--- src/rtl/fprs_pkg.sv ---
package fprs_pkg;

  localparam int RING_MAX_DEFAULT = 16;
  localparam int PLAYLIST_MAX_DEFAULT = 1024;

  localparam logic [2:0] OP_WRITE = 3'd0;
  localparam logic [2:0] OP_START = 3'd1;
  localparam logic [2:0] OP_TICK = 3'd2;
  localparam logic [2:0] OP_DONE = 3'd3;
  localparam logic [2:0] OP_SAMPLER = 3'd4;

  localparam logic [1:0] REG_PLAYLIST_LENGTH = 2'd0;
  localparam logic [1:0] REG_RING_SIZE = 2'd1;
  localparam logic [1:0] REG_INITIAL_SAMPLER = 2'd2;

  typedef enum logic [2:0] {
    ST_IDLE,
    ST_PREP,
    ST_READ,
    ST_DECIDE,
    ST_STATUS,
    ST_WALK,
    ST_FLUSH
  } state_t;

  typedef struct packed {
    logic prep;
    logic fold;
    logic read;
    logic decide;
    logic status;
    logic walk_step;
    logic flush;
  } cmd_t;

  typedef struct packed {
    logic walk_any;
    logic walk_done;
    logic fold_need;
    logic fold_done;
  } stat_t;

endpackage

--- src/rtl/fprs_ctrl.sv ---
module fprs_ctrl (
  input  logic              clk,
  input  logic              rst,
  input  logic              start,
  output logic              busy,
  input  fprs_pkg::stat_t   stat,
  output fprs_pkg::cmd_t    cmd
);

  fprs_pkg::state_t state;
  fprs_pkg::state_t state_next;

  always_ff @(posedge clk) begin
    if (rst) begin
      state <= fprs_pkg::ST_IDLE;
    end else begin
      state <= state_next;
    end
  end

  always_comb begin
    state_next = state;
    cmd = '0;
    busy = 1'b1;
    case (state)
      fprs_pkg::ST_IDLE: begin
        busy = 1'b0;
        if (start) begin
          cmd.prep = 1'b1;
          state_next = fprs_pkg::ST_PREP;
        end
      end
      fprs_pkg::ST_PREP: begin
        // Pointers left outside the ring by a register change are folded back
        // one compare and subtract per cycle.
        if (stat.fold_need) begin
          cmd.fold = 1'b1;
          if (stat.fold_done) begin
            state_next = fprs_pkg::ST_READ;
          end
        end else begin
          state_next = fprs_pkg::ST_READ;
        end
      end
      fprs_pkg::ST_READ: begin
        cmd.read = 1'b1;
        state_next = fprs_pkg::ST_DECIDE;
      end
      fprs_pkg::ST_DECIDE: begin
        cmd.decide = 1'b1;
        state_next = fprs_pkg::ST_STATUS;
      end
      fprs_pkg::ST_STATUS: begin
        cmd.status = 1'b1;
        state_next = stat.walk_any ? fprs_pkg::ST_WALK : fprs_pkg::ST_IDLE;
      end
      fprs_pkg::ST_WALK: begin
        cmd.walk_step = 1'b1;
        if (stat.walk_done) begin
          state_next = fprs_pkg::ST_FLUSH;
        end
      end
      fprs_pkg::ST_FLUSH: begin
        cmd.flush = 1'b1;
        state_next = fprs_pkg::ST_IDLE;
      end
      default: begin
        state_next = fprs_pkg::ST_IDLE;
      end
    endcase
  end

endmodule

--- config.mk ---
export PLATFORM = sky130hd
export DESIGN_NAME = fprs_ctrl
export DESIGN_NICKNAME = d
export VERILOG_FILES = /design/src/rtl/fprs_pkg.sv /design/src/rtl/fprs_ctrl.sv
export SDC_FILE = /design/constraint.sdc
export NUM_CORES = 1
export LEC_CHECK = 0
export BUFFER_PORTS_ARGS = -buffer_cell sky130_fd_sc_hd__buf_2
export CORE_AREA = 2 2 39 41
export CTS_CLUSTER_DIAMETER = 40
export CTS_CLUSTER_SIZE = 30
export DETAILED_ROUTE_END_ITERATION = 8
export DIE_AREA = 0 0 41 43
export SLEW_MARGIN = 20
export SYNTH_ARGS = -nofsm -noshare
export SYNTH_HDL_FRONTEND = slang
export SYNTH_SLANG_ARGS = --single-unit
export TNS_END_PERCENT = 100
--- constraint.sdc ---
create_clock -name clk -period 1.6 [get_ports clk]
set_input_delay 0.08 -clock clk [delete_from_list [all_inputs] [get_ports clk]]
set_output_delay 0.08 -clock clk [all_outputs]
set_load 0.01 [all_outputs]
==> results.tsv, run 1 <==
stage	metric	value	unit
setup_path	cpMaxStageDelayCell	or3_4	
worst_hold_path	hold_depth	2	
setup_path	r2r-start	state[0]	
setup_path	cp.required	1.52	ns
clock_tree	cts_setup_buffers	0	
detailed_routing	drc_errors	0	
synth	ys_seq_area_frac	0.223	
layout	multiInputGateArea	181	sq um
timing	rsz0062_at_grt	false	
clock_tree	clk_path_buf_depth	2	
power	pwr-share-seq	0.308	
die	coreArea	1380	sq um
clock_tree	cts_root_buffer	clkbuf_4	
timing	whs	0.0499	ns
synth	yosysWarnings	0	
worst_hold_path	hold_end	state[0]	
worst_hold_path	min_path_type	in -> reg	
setup_path	endpoint_kind	output port	
layout	syn_to_final_growth	37.2	%
timing	final_hold_viol_count	0	
timing	worst_slew_pin_slew	0.372	ns
setup_path	cp_cell_sequence	or3_4 -> nor2_1 -> buf_2	
detailed_routing	drt_iter0_markers	3	
global_route	grt_max_degree	14	
setup_path	arrival	1.32	ns
clock_tree	clk_pin_slew_worst_paths	0.04	ns
global_route	grt_first_pass_wirelength	1000	um
clock_tree	cts_sinks	3	
setup_path	crit_path_max_fanout	13	
setup_path	critPathLaunch	state[0]	
timing	setup_tns	0	ns
timing	relSlewSlack	0.752	
synth	ys_types	23	
layout	fin_nets	58	
die	initial_utilization	0.194	
clock_tree	numCtsBuffers	3	
power	combPwrFrac	0.277	
global_route	gr-total-overflow	0	
layout	seq_area	60.1	sq um
power	p_switching	0.0997	mW
power	power.share.switching	0.309	
die	die_y	43	um
setup_path	slowest_delay	0.45	ns
global_route	groute.usage.overall	0.0842	
layout	largest_reg_flops	3	
timing	fin_skew	0.00449	ns
place	dp_hpwl	482	um
die	io-pin-count	15	
clock_tree	cts_max_level	1	
synth	syn-cell-area	269	sq um
die	rows	14	
synth	synthesis.nets	41	
run_status	outcome	complete, no violations	
job	cap_violations	0	
detailed_routing	via_count	284	
layout	top_regs	state (3)	
layout	top_register	state	
layout	layout-drive-gt1-share	0.460	
power	vdd_ir_drop_max	0.296	mV
setup_path	r2r_slack	0.47	ns
timing	fmax	716	MHz
global_route	antenna_found_initial	0	
synth	synth_seq_cells	3	
setup_path	start_kind	register	
layout	fillers	158	
synth	syn_avg_cell_area	7.91	sq um
clock_tree	post_cts_resized	0	
clock_tree	ctsHoldBuffers	0	
detailed_routing	viasPerCell	4.30	
global_route	grt_pass1_vias	261	
detailed_routing	wirelength	614	um
setup_path	rr_worst_depth	3	
detailed_routing	antenna_left	0	
power	power.leakage	0.208	nW
die	die-area	1760	sq um
power	powerDensity	873	nW/um^2
die	die_w	41	um
detailed_routing	drt-pass1-iter-count	3	
power	internal_power	0.223	mW
worst_hold_path	hp-start	rst	
power	clockPowerShare	0.415	
timing	drv_slew	0	
timing	finalSetupViolCount	0	
detailed_routing	wl_per_cell	9.30	um
synth	synth_cells	34	
clock_tree	clk_latency	0.23	ns
place	port_buffers	14	
timing	fin_crit_sh	0.873	
clock_tree	cts_tree	done	
timing	min_period	1.40	ns
setup_path	path_class	reg -> out	
place	finalWeightedCongestion	0.734	
layout	n_antenna_cell	0	
setup_path	r2r_end	state[0]	
-- critical path: cells and delay by family (launching register included) --
| kind | cells | cell delay [ns] |
|---|---|---|
| buffers and inverters | 1 | 0.13 |
| DFF | 1 | 0.41 |
| and+or+nand+nor | 2 | 0.54 |
-- area by class of cell --
cell class | count | share of cell area
clock buffer | 4 | 0.0712
inverter | 3 | 0.0305
multi-input combinational | 26 | 0.492
sequential | 3 | 0.163
tap | 16 | 0.0542
timing repair buffer | 14 | 0.190
-- logic make-up after synthesis --
family | Yosys count | synth area share
buffers and inverters | 5 | 0.102
and+or+nand+nor | 20 | 0.498
AOI/OAI and AO/OA | 6 | 0.177
DFF | 3 | 0.223
-- synth_stat cells --
master | count | area [sq um]
a21o_1 | 1 | 7.51
a21oi_1 | 1 | 5.00
a311oi_2 | 1 | 15.0
and2_1 | 2 | 12.5
and2b_2 | 2 | 17.5
and3_1 | 2 | 12.5
and3b_1 | 1 | 8.76
buf_2 | 1 | 5.00
buf_6 | 1 | 11.3
dfxtp_1 | 3 | 60.1
inv_1 | 3 | 11.3
nand2_1 | 1 | 3.75
nand2b_1 | 2 | 12.5
nand3_1 | 1 | 5.00
nand3b_1 | 1 | 7.51
nor2_1 | 4 | 15.0
nor2_4 | 1 | 11.3
nor2b_1 | 1 | 6.26
nor3_2 | 1 | 10.0
o211a_1 | 1 | 10.0
o21ai_0 | 1 | 5.00
o21ai_1 | 1 | 5.00
or3_4 | 1 | 11.3
-- power by group through the flow --
stage	registers, mW	clock network (mW)	logic [mW]
finish	0.0993	0.134	0.0891
global route	0.102	0.147	0.102
CTS	0.0991	0.141	0.0904
detailed placement	0.100	0	0.0900
global placement	0.0995	0	0.0893
floorplan	0.0887	0	0.0727
-- stage by stage --
| stage | total power [mW] | std cells | utilization | worst slack (ns) | cell area, sq um |
|---|---|---|---|---|---|
| 3_3_place_gp | 0.189 | 62 | 0.248 | 0.472 | 343 |
| 5_1_grt | 0.351 | 66 | 0.267 | 0.0827 | 369 |
| 3_5_place_dp | 0.190 | 62 | 0.248 | 0.446 | 343 |
| 6_report | 0.322 | 66 | 0.267 | 0.203 | 369 |
| 2_1_floorplan | 0.161 | 34 | - | 0.527 | 269 |
| 4_1_cts | 0.331 | 66 | 0.267 | 0.185 | 369 |
-- per-layer routing --
layer  global-route usage  part of all wire
met1                0.109              0.50
met2                0.109              0.43
met3               0.0314             0.068
met4               0.0600                 0
met5                    0                 0
-- how the worst max path moves through the flow --
stage | to | slack, ns | depth (start not counted)
2_1_floorplan | state[0] | 0.53 | 4
3_3_place_gp | cmd[6] | 0.47 | 3
3_5_place_dp | cmd[6] | 0.45 | 3
4_1_cts | cmd[6] | 0.18 | 3
5_1_grt | cmd[6] | 0.08 | 3
6_report | cmd[6] | 0.20 | 3
-- placed cells by master, fill, tap and decap left out, drive strengths merged, types with 2 or more instances in the layout --
| cell | n |
|---|---|
| clkbuf | 4 |
| and2b | 2 |
| inv | 3 |
| and3 | 2 |
| o21ai | 2 |
| nand2b | 2 |
| dfxtp | 3 |
| and2 | 2 |
| buf | 14 |
| nor2 | 5 |
No activity file was read; power rests on OpenSTA's default activity.
==> run 2: changes to the inputs <==
==> constraint.sdc (replaced) <==
create_clock -name clk -period 1.75 [get_ports clk]
set_input_delay 0.175 -clock clk [delete_from_list [all_inputs] [get_ports clk]]
set_output_delay 0.175 -clock clk [all_outputs]
set_load 0.01 [all_outputs]
==> run 2 against run 1 <==
Effect of this change: clock skew down 0.0026 ns; via count down 1.4%; clock power down 7%; first-iteration DRC count unchanged; combinational power down 7.7%; utilization unchanged; routed wire length up 3.4%; sequential power down 8.9%; worst hold slack better by 0.095 ns; die area unchanged; power down 8.0%; largest power group unchanged; highest routed layer is now met4.
==> results.tsv, run 2 (synthesis results as in run 1) <==
stage	metric	value	unit
clock_tree	clk_pin_slew_worst_paths	0.04	ns
power	total_power	0.296	mW
setup_path	path_class	reg -> out	
layout	top_register	state	
power	vdd_ir_drop_max	0.195	mV
place	finalWeightedCongestion	0.760	
timing	relSlewSlack	0.744	
setup_path	start_kind	register	
clock_tree	cts_setup_buffers	0	
timing	fin_crit_sh	0.857	
detailed_routing	viasPerCell	4.24	
detailed_routing	drt-pass1-iter-count	4	
setup_path	endpoint_kind	output port	
die	die_w	41	um
layout	layout-drive-gt1-share	0.460	
detailed_routing	antenna_left	0	
detailed_routing	via_count	280	
die	io-pin-count	15	
job	cap_violations	0	
timing	min_period	1.50	ns
timing	rsz0062_at_grt	false	
die	die-area	1760	sq um
die	initial_utilization	0.194	
die	rows	14	
layout	syn_to_final_growth	37.2	%
setup_path	crit_path_max_fanout	13	
clock_tree	post_cts_resized	0	
setup_path	r2r_slack	0.61	ns
layout	n_antenna_cell	0	
setup_path	cp.required	1.57	ns
clock_tree	ctsHoldBuffers	0	
die	coreArea	1380	sq um
timing	fmax	667	MHz
detailed_routing	wirelength	635	um
layout	multiInputGateArea	181	sq um
detailed_routing	wl_per_cell	9.62	um
clock_tree	cts_max_level	1	
timing	setup_slack	0.250	ns
detailed_routing	drc_errors	0	
layout	most-common-layout-cells	14 x buf_2, 4 x nor2_1, 3 x inv_1, 3 x clkbuf_4, 3 x dfxtp_1	
timing	setup_tns	0	ns
setup_path	arrival	1.32	ns
timing	final_hold_viol_count	0	
global_route	gr-total-overflow	0	
timing	finalSetupViolCount	0	
timing	drv_slew	0	
place	port_buffers	14	
global_route	grt_pass1_vias	263	
layout	final_common_cell	buf_2	
global_route	groute.usage.overall	0.0792	
clock_tree	numCtsBuffers	3	
die	die_y	43	um
power	power.leakage	0.208	nW
clock_tree	cts_sinks	3	
detailed_routing	drt_iter0_markers	3	
worst_hold_path	hold_depth	2	
layout	seq_area	60.1	sq um
clock_tree	clk_path_buf_depth	2	
layout	top_regs	state (3)	
clock_tree	cts_root_buffer	clkbuf_4	
clock_tree	clk_latency	0.24	ns
setup_path	rr_worst_depth	3	
place	dp_hpwl	485	um
global_route	antenna_found_initial	0	
timing	fin_skew	0.00191	ns
global_route	grt_first_pass_wirelength	903	um
place	dp_slack	0.494	ns
global_route	grt_max_degree	14	
clock_tree	cts_tree	done	
worst_hold_path	min_path_type	in -> reg	
layout	largest_reg_flops	3	
layout	fin_nets	58	
power	powerDensity	803	nW/um^2
layout	fillers	160	
run_status	outcome	complete, no violations	
timing	worst_slew_pin_slew	0.384	ns
run 2: cell counts in the layout (fill, tap and decap cells not counted):
No cell type changed its count.
run 2: final timing paths:
kind | end | from
worst max register to register | state[0] | state[0]
worst min register to register | state[2] | state[2]
worst max-delay path | cmd[6] | state[0]
worst min-delay path | state[0] | rst
run 2: area by class of cell:
class / count / area share
multi-input combinational: 26 / 0.492
timing repair buffer: 14 / 0.190
sequential: 3 / 0.163
clock buffer: 4 / 0.0712
tap: 16 / 0.0542
inverter: 3 / 0.0305
run 2: worst max-delay path: stages, from the launching register on:
cell     delay, ns
dfxtp_1       0.41
or3_4         0.46
nor2_1        0.09
buf_2         0.13
run 2: where the power goes:
group	internal, mW	switching [mW]	leakage (nW)	total (mW)
registers	0.0752	0.0153	0.0246	0.0905
clock network	0.0856	0.0380	0.0150	0.124
logic	0.0428	0.0394	0.169	0.0822
total	0.204	0.0928	0.208	0.296
run 2: routing by layer:
metal | GRT usage | wire length, um | up-vias
met5 | 0 | 0 | -
met4 | 0.0800 | 19 | 0
met3 | 0.0157 | 46 | 2
met2 | 0.113 | 254 | 14
met1 | 0.0895 | 315 | 118
li1 | - | - | 146
run 2: through the flow:
stage	utilization	hold slack [ns]	cell area (sq um)	instances
5_1_grt	0.267	0.142	369	66
3_3_place_gp	0.248	0.380	343	62
3_5_place_dp	0.248	0.389	343	62
4_1_cts	0.267	0.139	369	66
6_report	0.267	0.145	369	66
2_1_floorplan	-	0.243	269	34
